**src/design/kdc_pkg.sv**
```systemverilog
// Shared types, key codes and digit helpers for the keypad digital clock.
// No dependencies; imported by every module of the block.
package kdc_pkg;

  localparam int unsigned TpsW      = 8;
  localparam int unsigned CountW    = 7;
  localparam int unsigned DigitW    = 4;
  localparam int unsigned NumDigits = 6;
  localparam int unsigned CursorW   = 3;
  localparam int unsigned OutDataW  = 56;

  localparam logic [TpsW-1:0] TpsReset = 8'd15;

  localparam logic [CountW-1:0] SecWrap  = 7'd60;
  localparam logic [CountW-1:0] MinWrap  = 7'd60;
  localparam logic [CountW-1:0] HourWrap = 7'd24;

  localparam logic [CursorW-1:0] CursorFirst = 3'd1;
  localparam logic [CursorW-1:0] CursorLast  = 3'd6;

  localparam logic [7:0] KeySlash  = 8'h2F;
  localparam logic [7:0] KeyStar   = 8'h2A;
  localparam logic [7:0] KeyMinus  = 8'h2D;
  localparam logic [7:0] KeyEqual  = 8'h3D;
  localparam logic [7:0] KeyMode   = 8'h6D;
  localparam logic [7:0] KeyLeft   = 8'h28;
  localparam logic [7:0] KeyRight  = 8'h29;
  localparam logic [7:0] KeyZero   = 8'h30;
  localparam logic [7:0] KeyNine   = 8'h39;

  typedef enum logic {
    TOP_CALC  = 1'b0,
    TOP_CLOCK = 1'b1
  } top_mode_t;

  typedef enum logic [1:0] {
    SUB_RUN   = 2'd0,
    SUB_PAUSE = 2'd1,
    SUB_CLEAR = 2'd2,
    SUB_SET   = 2'd3
  } sub_mode_t;

  typedef enum logic {
    ACT_POLL = 1'b0,
    ACT_TICK = 1'b1
  } action_t;

  typedef struct packed {
    action_t    action;
    logic [7:0] key;
  } kdc_item_t;

  typedef struct packed {
    logic [DigitW-1:0]  set_second_ones;
    logic [DigitW-1:0]  set_second_tens;
    logic [DigitW-1:0]  set_minute_ones;
    logic [DigitW-1:0]  set_minute_tens;
    logic [DigitW-1:0]  set_hour_ones;
    logic [DigitW-1:0]  set_hour_tens;
    logic [CursorW-1:0] cursor_pos;
    sub_mode_t          clock_mode;
    top_mode_t          top_mode;
    logic [CountW-1:0]  seconds;
    logic [CountW-1:0]  minutes;
    logic [CountW-1:0]  hours;
  } kdc_result_t;

  // Tens digit of a 0..127 count: multiply by 205/2048 instead of dividing.
  function automatic logic [DigitW-1:0] tens_of(input logic [CountW-1:0] v);
    logic [14:0] prod;
    prod = 15'(v) * 15'd205;
    return DigitW'(prod[14:11]);
  endfunction

  function automatic logic [DigitW-1:0] ones_of(input logic [CountW-1:0] v);
    logic [CountW-1:0] t;
    logic [CountW-1:0] t10;
    t   = CountW'(tens_of(v));
    t10 = CountW'({t, 3'b000}) + CountW'({t, 1'b0});
    return DigitW'(v - t10);
  endfunction

  function automatic logic [CountW-1:0] join_digits(input logic [DigitW-1:0] t,
                                                    input logic [DigitW-1:0] o);
    logic [CountW-1:0] t7;
    t7 = CountW'(t);
    return CountW'({t7, 3'b000}) + CountW'({t7, 1'b0}) + CountW'(o);
  endfunction

endpackage

```
**src/design/keypad_digital_clock_controller.sv**
```systemverilog
// An accepted item lands in the input register; the state update then writes its result
// into the result buffer, which drives out_tvalid. Throughput: one item per cycle while
// out_tready is high; the two-entry result buffer keeps in_tready up for one stalled
// result. Synchronous active-low reset clears the time, modes, prescaler, cursor
// (to 1), digits and buffers; ticks_per_second resets to 15. Depends on kdc_pkg,
// kdc_time, kdc_out_buf.
module keypad_digital_clock_controller
  import kdc_pkg::*;
(
  input  logic                clk,
  input  logic                rst_n,
  input  logic                cfg_wr_en,
  input  logic [TpsW-1:0]     cfg_wr_data,   // ticks_per_second
  input  logic                in_tvalid,
  output logic                in_tready,
  input  logic [7:0]          in_tdata,      // key
  input  logic                in_tuser,      // action
  output logic                out_tvalid,
  input  logic                out_tready,
  // hours, minutes, seconds, top_mode, clock_mode, cursor_pos, set_hour_tens,
  // set_hour_ones, set_minute_tens, set_minute_ones, set_second_tens,
  // set_second_ones, zero fill
  output logic [OutDataW-1:0] out_tdata
);

  logic [TpsW-1:0] tps_r;
  kdc_item_t       item_r;
  logic            item_valid_r;
  logic            advance;
  logic            buf_full;
  kdc_result_t     step_result, head_result;

  assign advance   = item_valid_r && !buf_full;
  assign in_tready = !item_valid_r || advance;

  always_ff @(posedge clk) begin
    if (!rst_n) begin
      tps_r        <= TpsReset;
      item_valid_r <= 1'b0;
    end else begin
      if (cfg_wr_en) tps_r <= cfg_wr_data;
      if (in_tready) item_valid_r <= in_tvalid;
    end
  end

  always_ff @(posedge clk) begin
    if (in_tready && in_tvalid) begin
      item_r.action <= action_t'(in_tuser);
      item_r.key    <= in_tdata;
    end
  end

  kdc_time u_time (
    .clk              (clk),
    .rst_n            (rst_n),
    .step             (advance),
    .item             (item_r),
    .ticks_per_second (tps_r),
    .result           (step_result)
  );

  kdc_out_buf u_out_buf (
    .clk        (clk),
    .rst_n      (rst_n),
    .push       (advance),
    .push_data  (step_result),
    .full       (buf_full),
    .head_valid (out_tvalid),
    .pop_ready  (out_tready),
    .head_data  (head_result)
  );

  assign out_tdata = {5'd0,
                      head_result.set_second_ones, head_result.set_second_tens,
                      head_result.set_minute_ones, head_result.set_minute_tens,
                      head_result.set_hour_ones,   head_result.set_hour_tens,
                      head_result.cursor_pos,      head_result.clock_mode,
                      head_result.top_mode,        head_result.seconds,
                      head_result.minutes,         head_result.hours};

endmodule

```
**src/design/kdc_time.sv**
```systemverilog
// Clock state: prescaler, time counters, mode and digit editor, one item per step.
// Depends on kdc_pkg.
module kdc_time
  import kdc_pkg::*;
(
  input  logic             clk,
  input  logic             rst_n,
  input  logic             step,
  input  kdc_item_t        item,
  input  logic [TpsW-1:0]  ticks_per_second,
  output kdc_result_t      result
);

  logic [CountW-1:0]  hour_r, hour_nxt;
  logic [CountW-1:0]  min_r, min_nxt;
  logic [CountW-1:0]  sec_r, sec_nxt;
  top_mode_t          top_r, top_nxt;
  sub_mode_t          sub_r, sub_nxt;
  logic [TpsW-1:0]    pre_r, pre_nxt;
  logic [CursorW-1:0] cursor_r, cursor_nxt;
  logic [DigitW-1:0]  digit_r [NumDigits];
  logic [DigitW-1:0]  digit_nxt [NumDigits];

  always_comb begin
    logic [TpsW:0]      pre_inc;
    logic [CountW-1:0]  s_inc;
    logic [CountW-1:0]  m_inc;
    logic [CountW-1:0]  h_inc;
    logic [CursorW-1:0] idx;

    hour_nxt   = hour_r;
    min_nxt    = min_r;
    sec_nxt    = sec_r;
    top_nxt    = top_r;
    sub_nxt    = sub_r;
    pre_nxt    = pre_r;
    cursor_nxt = cursor_r;
    digit_nxt  = digit_r;
    pre_inc    = (TpsW+1)'(pre_r) + 1'b1;
    s_inc      = sec_r + 1'b1;
    m_inc      = min_r + 1'b1;
    h_inc      = hour_r + 1'b1;
    idx        = cursor_r - 1'b1;

    if (item.action == ACT_TICK) begin
      pre_nxt = pre_inc[TpsW-1:0];
      if (pre_inc >= (TpsW+1)'(ticks_per_second)) begin
        pre_nxt = '0;
        if (top_r == TOP_CLOCK && sub_r == SUB_RUN) begin
          // carry chain: seconds, then minutes, then hours
          sec_nxt = s_inc;
          if (s_inc >= SecWrap) begin
            sec_nxt = '0;
            min_nxt = m_inc;
            if (m_inc >= MinWrap) begin
              min_nxt  = '0;
              hour_nxt = (h_inc >= HourWrap) ? '0 : h_inc;
            end
          end
        end
      end
    end else if (top_r == TOP_CLOCK) begin
      unique case (sub_r)
        SUB_RUN: begin
          if (item.key == KeySlash) sub_nxt = SUB_PAUSE;
        end
        SUB_PAUSE: begin
          if (item.key == KeySlash) begin
            sub_nxt = SUB_RUN;
          end else if (item.key == KeyStar) begin
            sub_nxt = SUB_CLEAR;
          end else if (item.key == KeyMinus) begin
            digit_nxt[0] = tens_of(hour_r);
            digit_nxt[1] = ones_of(hour_r);
            digit_nxt[2] = tens_of(min_r);
            digit_nxt[3] = ones_of(min_r);
            digit_nxt[4] = tens_of(sec_r);
            digit_nxt[5] = ones_of(sec_r);
            cursor_nxt   = CursorFirst;
            sub_nxt      = SUB_SET;
          end
        end
        SUB_CLEAR: begin
          hour_nxt = '0;
          min_nxt  = '0;
          sec_nxt  = '0;
          sub_nxt  = SUB_PAUSE;
        end
        SUB_SET: begin
          if (item.key == KeyLeft && cursor_r > CursorFirst) cursor_nxt = cursor_r - 1'b1;
          if (item.key == KeyRight && cursor_r < CursorLast) cursor_nxt = cursor_r + 1'b1;
          if (item.key >= KeyZero && item.key <= KeyNine) begin
            digit_nxt[idx] = DigitW'(item.key - KeyZero);
          end
          if (item.key == KeyMinus) begin
            hour_nxt = join_digits(digit_r[0], digit_r[1]);
            min_nxt  = join_digits(digit_r[2], digit_r[3]);
            sec_nxt  = join_digits(digit_r[4], digit_r[5]);
            sub_nxt  = SUB_PAUSE;
          end
        end
        default: sub_nxt = sub_r;
      endcase
      if (item.key == KeyEqual) top_nxt = TOP_CALC;
    end else if (item.key == KeyMode) begin
      top_nxt = TOP_CLOCK;
    end
  end

  always_ff @(posedge clk) begin
    if (!rst_n) begin
      hour_r    <= '0;
      min_r     <= '0;
      sec_r     <= '0;
      top_r     <= TOP_CALC;
      sub_r     <= SUB_RUN;
      pre_r     <= '0;
      cursor_r  <= CursorFirst;
      for (int i = 0; i < NumDigits; i++) digit_r[i] <= '0;
    end else if (step) begin
      hour_r    <= hour_nxt;
      min_r     <= min_nxt;
      sec_r     <= sec_nxt;
      top_r     <= top_nxt;
      sub_r     <= sub_nxt;
      pre_r     <= pre_nxt;
      cursor_r  <= cursor_nxt;
      digit_r   <= digit_nxt;
    end
  end

  // the result shows the state after the item
  always_comb begin
    result.hours           = hour_nxt;
    result.minutes         = min_nxt;
    result.seconds         = sec_nxt;
    result.top_mode        = top_nxt;
    result.clock_mode      = sub_nxt;
    result.cursor_pos      = cursor_nxt;
    result.set_hour_tens   = digit_nxt[0];
    result.set_hour_ones   = digit_nxt[1];
    result.set_minute_tens = digit_nxt[2];
    result.set_minute_ones = digit_nxt[3];
    result.set_second_tens = digit_nxt[4];
    result.set_second_ones = digit_nxt[5];
  end

endmodule

```
**src/design/kdc_out_buf.sv**
```systemverilog
// Two-entry result buffer: output register plus a skid entry.
// Depends on kdc_pkg.
module kdc_out_buf
  import kdc_pkg::*;
(
  input  logic        clk,
  input  logic        rst_n,
  input  logic        push,
  input  kdc_result_t push_data,
  output logic        full,
  output logic        head_valid,
  input  logic        pop_ready,
  output kdc_result_t head_data
);

  kdc_result_t head_r, skid_r;
  logic        head_valid_r, skid_valid_r;
  logic        pop;

  assign pop = head_valid_r && pop_ready;

  always_ff @(posedge clk) begin
    if (!rst_n) begin
      head_valid_r <= 1'b0;
      skid_valid_r <= 1'b0;
    end else if (pop) begin
      if (skid_valid_r) begin
        head_valid_r <= 1'b1;
        skid_valid_r <= 1'b0;
      end else begin
        head_valid_r <= push;
      end
    end else if (push) begin
      if (head_valid_r) skid_valid_r <= 1'b1;
      else head_valid_r <= 1'b1;
    end
  end

  always_ff @(posedge clk) begin
    if (pop) begin
      if (skid_valid_r) head_r <= skid_r;
      else if (push) head_r <= push_data;
    end else if (push) begin
      if (head_valid_r) skid_r <= push_data;
      else head_r <= push_data;
    end
  end

  assign full       = skid_valid_r;
  assign head_valid = head_valid_r;
  assign head_data  = head_r;

endmodule

```
**config.mk**
```make
export PLATFORM = sky130hd
export DESIGN_NAME = keypad_digital_clock_controller
export DESIGN_NICKNAME = d
export VERILOG_FILES = /design/src/design/kdc_pkg.sv /design/src/design/keypad_digital_clock_controller.sv /design/src/design/kdc_time.sv /design/src/design/kdc_out_buf.sv
export SDC_FILE = /design/constraint.sdc
export NUM_CORES = 1
export LEC_CHECK = 0
export BUFFER_PORTS_ARGS = -buffer_cell sky130_fd_sc_hd__buf_2
export CAP_MARGIN = 10
export CORE_ASPECT_RATIO = 0.7
export CORE_MARGIN = 1.5
export CORE_UTILIZATION = 56
export DETAILED_ROUTE_END_ITERATION = 16
export GPL_TIMING_DRIVEN = 1
export PLACE_DENSITY = 0.77
export SYNTH_ARGS = -nofsm -noshare
export SYNTH_HDL_FRONTEND = slang
export SYNTH_SLANG_ARGS = --single-unit
```
**constraint.sdc**
```tcl
create_clock -name clk -period 4.5 [get_ports clk]
set_input_delay 1.125 -clock clk [delete_from_list [all_inputs] [get_ports clk]]
set_output_delay 1.125 -clock clk [all_outputs]
set_load 0.02 [all_outputs]
```
* Word level (Yosys, flattened, before mapping)
Index checks and enable logic that the tools add are counted.
Storage, ports and cells: register bits 181
Cells by class: $add $sub $neg 19, multipliers 3, $lt $le $gt $ge 10, equal/unequal tests 11, muxes and demuxes 63, bitwise gates (word level) 3, reductions and logical operators 19
Operators by type and width (number):
- $mux 51 | 5
- $mux 7 | 21
- $mux 24 | 6
- $eq 8x6->1 const B | 6
- $pmux 24 s2 | 1
- $mul 7x8->15 const B | 3
- $pmux 7 s2 | 3
- $bwmux 24 | 1
- $add 7x1->7 const B | 3
- $add 7x4->7 | 3
- $add 7x5->7 | 3
- $mux 3 | 7
- $ge 7x6->1 const B | 2
- $mux 2 | 7
- $add 4x4->4 | 3
- $demux 4 s3 | 1
- $sub 4x4->4 | 3
- $add 8x1->9 const B | 1
- $ge 9x8->1 | 1
- $eq 8x7->1 const B | 1
- $ge 8x6->1 const B | 1
- $le 8x6->1 const B | 1
- $logic_and 1x1->1 | 8
- $mux 8 | 1
- 24 further kinds | 36

* Longest topological paths before layout
depth after elaboration 14, mapped depth 21, depth with buffers taken out 21

* Hierarchy
A second synthesis with hierarchy kept.
Unflattened totals: cells, all modules 1279, area, all modules 12886.1 sq um
Modules (own cells, without submodules):
- kdc_time | instances 1, cells an instance 1061, area an instance 8403.1 sq um, seq. area each 1181.1 sq um
- kdc_out_buf | instances 1, cells an instance 172, area an instance 3832.4 sq um, seq. area each 3103.0 sq um
- keypad_digital_clock_controller | instances 1, cells an instance 46, area an instance 650.6 sq um, seq. area each 450.4 sq um

* Least setup slack after synthesis
No wires, ideal clock.
path type reg-to-reg, start point register u_time.min_r[5], end point register u_out_buf.head_r (netlist bit u_out_buf.head_data[42]) (data pin), arrival time 4.630 ns, data required time 4.240 ns, slack -0.390 ns, stages on the path, launching flop included 19, path through dfxtp_1 -> inv_1 -> ha_1 -> fa_1 -> inv_1 -> ha_1 -> ha_1 -> ha_1 -> a21o_1 -> a21oi_1 -> a31oi_1 -> xor2_1 -> ha_1 -> a221o_1 -> nor3_1 -> xnor2_1 -> mux2i_1 -> o31a_1 -> mux2_2
RTL lines:
- start: declaration | RTL line kdc_time.sv:15 | logic [CountW-1:0] min_r, min_nxt;
- start signal: assignment | RTL line kdc_time.sv:122 | min_r <= min_nxt;
- end signal: assignment | RTL line kdc_out_buf.sv:41 | if (skid_valid_r) head_r <= skid_r;
- end signal: assignment | RTL line kdc_out_buf.sv:42 | else if (push) head_r <= push_data;
- end signal: assignment | RTL line kdc_out_buf.sv:45 | else head_r <= push_data;
- end: declaration | RTL line kdc_out_buf.sv:16 | kdc_result_t head_r, skid_r;

==> results.py <==
metrics = {
    "global_routing": {
        "grt_overflow": 0,
        "track_usage": 0.321,
        "grt_max_degree": 46,
        "antenna_found_initial": 0,
        "grt_pass1_wl_um": 58800,
        "grt_pass1_vias": 10600,
    },
    "setup_path": {
        "cp-start-kind": "flop",
        "crit_chain": "buf_4 -> ha_4 -> fa_1 -> inv_1 -> ha_1 -> ha_1 -> ha_4 -> nand3_1 -> a211o_1 -> a31oi_4 -> xor2_2 -> ha_1 -> a221o_1 -> nor3_2 -> xnor2_1 -> mux2i_1 -> o31a_1 -> mux2_4",
        "slowest_delay_ps": 530,
        "crit_path_start": "u_time.min_r[6]",
        "reg2reg_to": "u_out_buf.head_data[42]",
        "worst-path-buf-inv": 2,
        "regToRegSetupSlack_ps": -240,
        "r2r_cells": 18,
        "worstSetupPathType": "reg2reg",
        "path_depth": 18,
        "cpMaxStageDelayCell": "fa_1",
        "cp_common_cell": "ha_1",
        "cp.arrival_ps": 4940,
        "endpoint_kind": "flop",
        "crit_family": "adder cells",
        "cp_max_fo": 3,
        "r2r_start": "u_time.min_r[6]",
        "crit_end": "u_out_buf.head_data[42]",
        "required_ps": 4700,
    },
    "timing": {
        "layout_setup_ws_ps": -236,
        "finalSetupViolCount": 6,
        "worst_pin_slew_ps": 1120,
        "final-hold-violation-count": 0,
        "rsz0062_at_grt": "true",
        "slew_headroom": 0.250,
        "holdWs_ps": 500,
        "period_needed_ps": 4740,
        "post-route-period-util": 1.05,
        "max_clock_freq_ghz": 0.211,
        "slew_violations": 0,
        "fin_skew_ps": 11.8,
    },
    "floorplanning": {
        "die_h_um": 130,
        "io_pins": 80,
        "die_area_um2": 24000,
        "rows": 46,
        "initial_utilization": 0.571,
        "coreArea_um2": 22600,
        "die_w_um": 185,
    },
    "status": {
        "violations": "setup timing",
        "status": "finished with violations",
    },
    "logic_synthesis": {
        "yosys.area.top_type": "edfxtp_1",
        "synth_seq_area_share": 0.367,
        "synth_flop_cell": "edfxtp_1",
        "yosysWarnings": 0,
        "synth-edff-count": 111,
        "syn_inst": 1367,
        "synth_top_area_frac": 0.258,
        "async_reset_ff_frac": 0,
        "ys_types": 85,
        "ys_seq_elements": 181,
        "postSynthAreaPerCell_um2": 9.45,
        "syn_area_um2": 12900,
        "yosys-top-cells-area": "edfxtp_1, ha_1, dfxtp_1",
    },
    "clock_network": {
        "cts_sinks": 181,
        "root_buffer": "clkbuf_16",
        "cts-buffers-inserted": 17,
        "ctsHoldBuffers": 0,
        "cts_buffer_depth": 2,
        "clk_pin_slew_ps": 80,
        "insertion_delay_ps": 450,
        "cts_tree": "built",
        "htreeDepth": 4,
    },
    "cells_and_area": {
        "fin_nets": 1703,
        "fin_util": 0.684,
        "layout-drive-gt1-share": 0.235,
        "layout_commonest_cell": "nand2_1",
        "fin_area_um2": 15500,
        "syn_to_final_growth_pct": 19.7,
        "mostFrequentLayoutCells": "nand2_1, nor2_1, ha_1",
        "fillers": 1701,
        "antenna_cells": 0,
    },
    "drt": {
        "drc": 0,
        "wl_per_cell_um": 20.5,
        "routed_wl_um": 37500,
        "dr_total_vias": 11400,
        "ant_nets": 0,
        "via_per_inst": 6.21,
        "drtIter0Drc": 1380,
        "drt-pass1-iter-count": 6,
    },
    "power": {
        "power_leakage_nw": 6.76,
        "ir_drop_v": 0.000286,
        "power.density_nw_per_um2": 262,
        "p_total_mw": 4.05,
    },
    "placed_design": {
        "dp_hpwl_um": 26000,
        "place_congestion": 0.934,
        "io_buffers": 74,
        "place_ws_ps": -415,
        "place_area_um2": 14200,
    },
    "flow_run": {
        "drv_cap": 0,
    },
    "hold_path": {
        "hold_class": "reg2reg",
    },
}
[where the power goes]
group	leakage, nW	internal (mW)	total (mW)	switching, mW
clock network	0.280	0.791	1.54	0.748
logic	4.85	0.264	0.647	0.383
registers	1.63	1.81	1.86	0.0531
total	6.76	2.86	4.05	1.18
[cell families after synthesis]
kind of cell    count (synthesis)  share of synthesized area
simple gates                  408                      0.147
flops                         181                      0.367
other cells                     1                   0.000290
mux                            36                     0.0299
compound gates                346                      0.178
fa+ha+maj                     177                      0.189
xor+xnor                       52                     0.0374
buf+inv                       166                     0.0517
[final cells by class]
type,instances,area (um2),share of cell area
Clock inverter,14,168,0.0108
Multi-Input combinational cell,1024,8120,0.525
Timing Repair Buffer,181,1190,0.0772
Inverter,99,374,0.0242
Sequential cell,181,4780,0.309
Tap cell,312,390,0.0252
Clock buffer,18,429,0.0278
[timing repair]
| action | CTS | global route |
|---|---|---|
| endpoints found under the hold margin | 0 | 0 |
| resized for setup | 46 | 41 |
| setup endpoints to repair | 21 | 27 |
| cloned | 0 | 0 |
| buffers inserted | 11 | 10 |
| pin swaps | 40 | 38 |
[routing by layer]
metal / vias up / GRT usage / part of all wire
met5: - / 0 / 0
met4: 0 / 0.103 / 0.026
met3: 103 / 0.0706 / 0.10
met2: 657 / 0.498 / 0.45
met1: 5403 / 0.447 / 0.42
li1: 5200 / - / -
[synthesized netlist by cell type (7+ instances only)]
| master | number |
|---|---|
| a21o_1 | 17 |
| inv_1 | 98 |
| xnor2_1 | 26 |
| and3_1 | 14 |
| edfxtp_1 | 111 |
| clkbuf_1 | 45 |
| nand3b_1 | 9 |
| and2_1 | 8 |
| nor3_1 | 22 |
| o22a_1 | 9 |
| a21oi_1 | 119 |
| nand2b_1 | 7 |
| o21ai_1 | 11 |
| a211oi_1 | 13 |
| buf_2 | 9 |
| o211ai_1 | 8 |
| nand2_1 | 148 |
| o22ai_1 | 10 |
| dfxtp_1 | 70 |
| mux2_2 | 21 |
| mux2i_1 | 15 |
| o31ai_1 | 10 |
| a221oi_1 | 7 |
| nor4_1 | 7 |
| nor2_1 | 123 |
| o21ai_0 | 51 |
| a221o_1 | 8 |
| a31oi_1 | 14 |
| ha_1 | 147 |
| xor2_1 | 24 |
| fa_1 | 30 |
| nand3_1 | 27 |
| o31a_1 | 7 |
[state kept, by name, indices dropped and copies added (netlist names)]
register and flops:
item_r 9, item_valid_r 1, tps_r 8, u_out_buf.full 1
u_out_buf.head_data 51, u_out_buf.head_valid 1, u_out_buf.skid_r 51, u_time.cursor_r 3
u_time.digit_r 24, u_time.hour_r 7, u_time.min_r 7, u_time.pre_r 8
u_time.sec_r 7, u_time.sub_r 2, u_time.top_r 1
[per-stage QoR]
step | setup TNS (ps) | std cells
finish | -743 | 1829
detailed placement | -2210 | 1780
CTS | -311 | 1820
floorplan | -193 | 1371
global route | -2420 | 1829
global placement | -1020 | 1780
[worst register-to-register path, cell delays in order (launching register included)]
cell and delay (ps):
dfxtp_4 360, buf_4 140, ha_4 220, fa_1 530
inv_1 40, ha_1 290, ha_1 330, ha_4 280
nand3_1 70, a211o_1 300, a31oi_4 210, xor2_2 180
ha_1 270, a221o_1 310, nor3_2 120, xnor2_1 160
mux2i_1 120, o31a_1 280, mux2_4 260
[worst min path at each step]
stage,from,endpoint,slack (ps),cells after the start
2_1_floorplan,tps_r[0],tps_r[0],450,2
3_3_place_gp,u_time.digit_r[8],u_time.digit_r[8],480,2
3_5_place_dp,u_time.digit_r[8],u_time.digit_r[8],490,2
4_1_cts,u_time.digit_r[8],u_time.digit_r[8],500,2
5_1_grt,u_time.digit_r[1],u_time.digit_r[1],530,2
6_report,u_time.digit_r[8],u_time.digit_r[8],500,2
(Power assumes the default switching activity.)
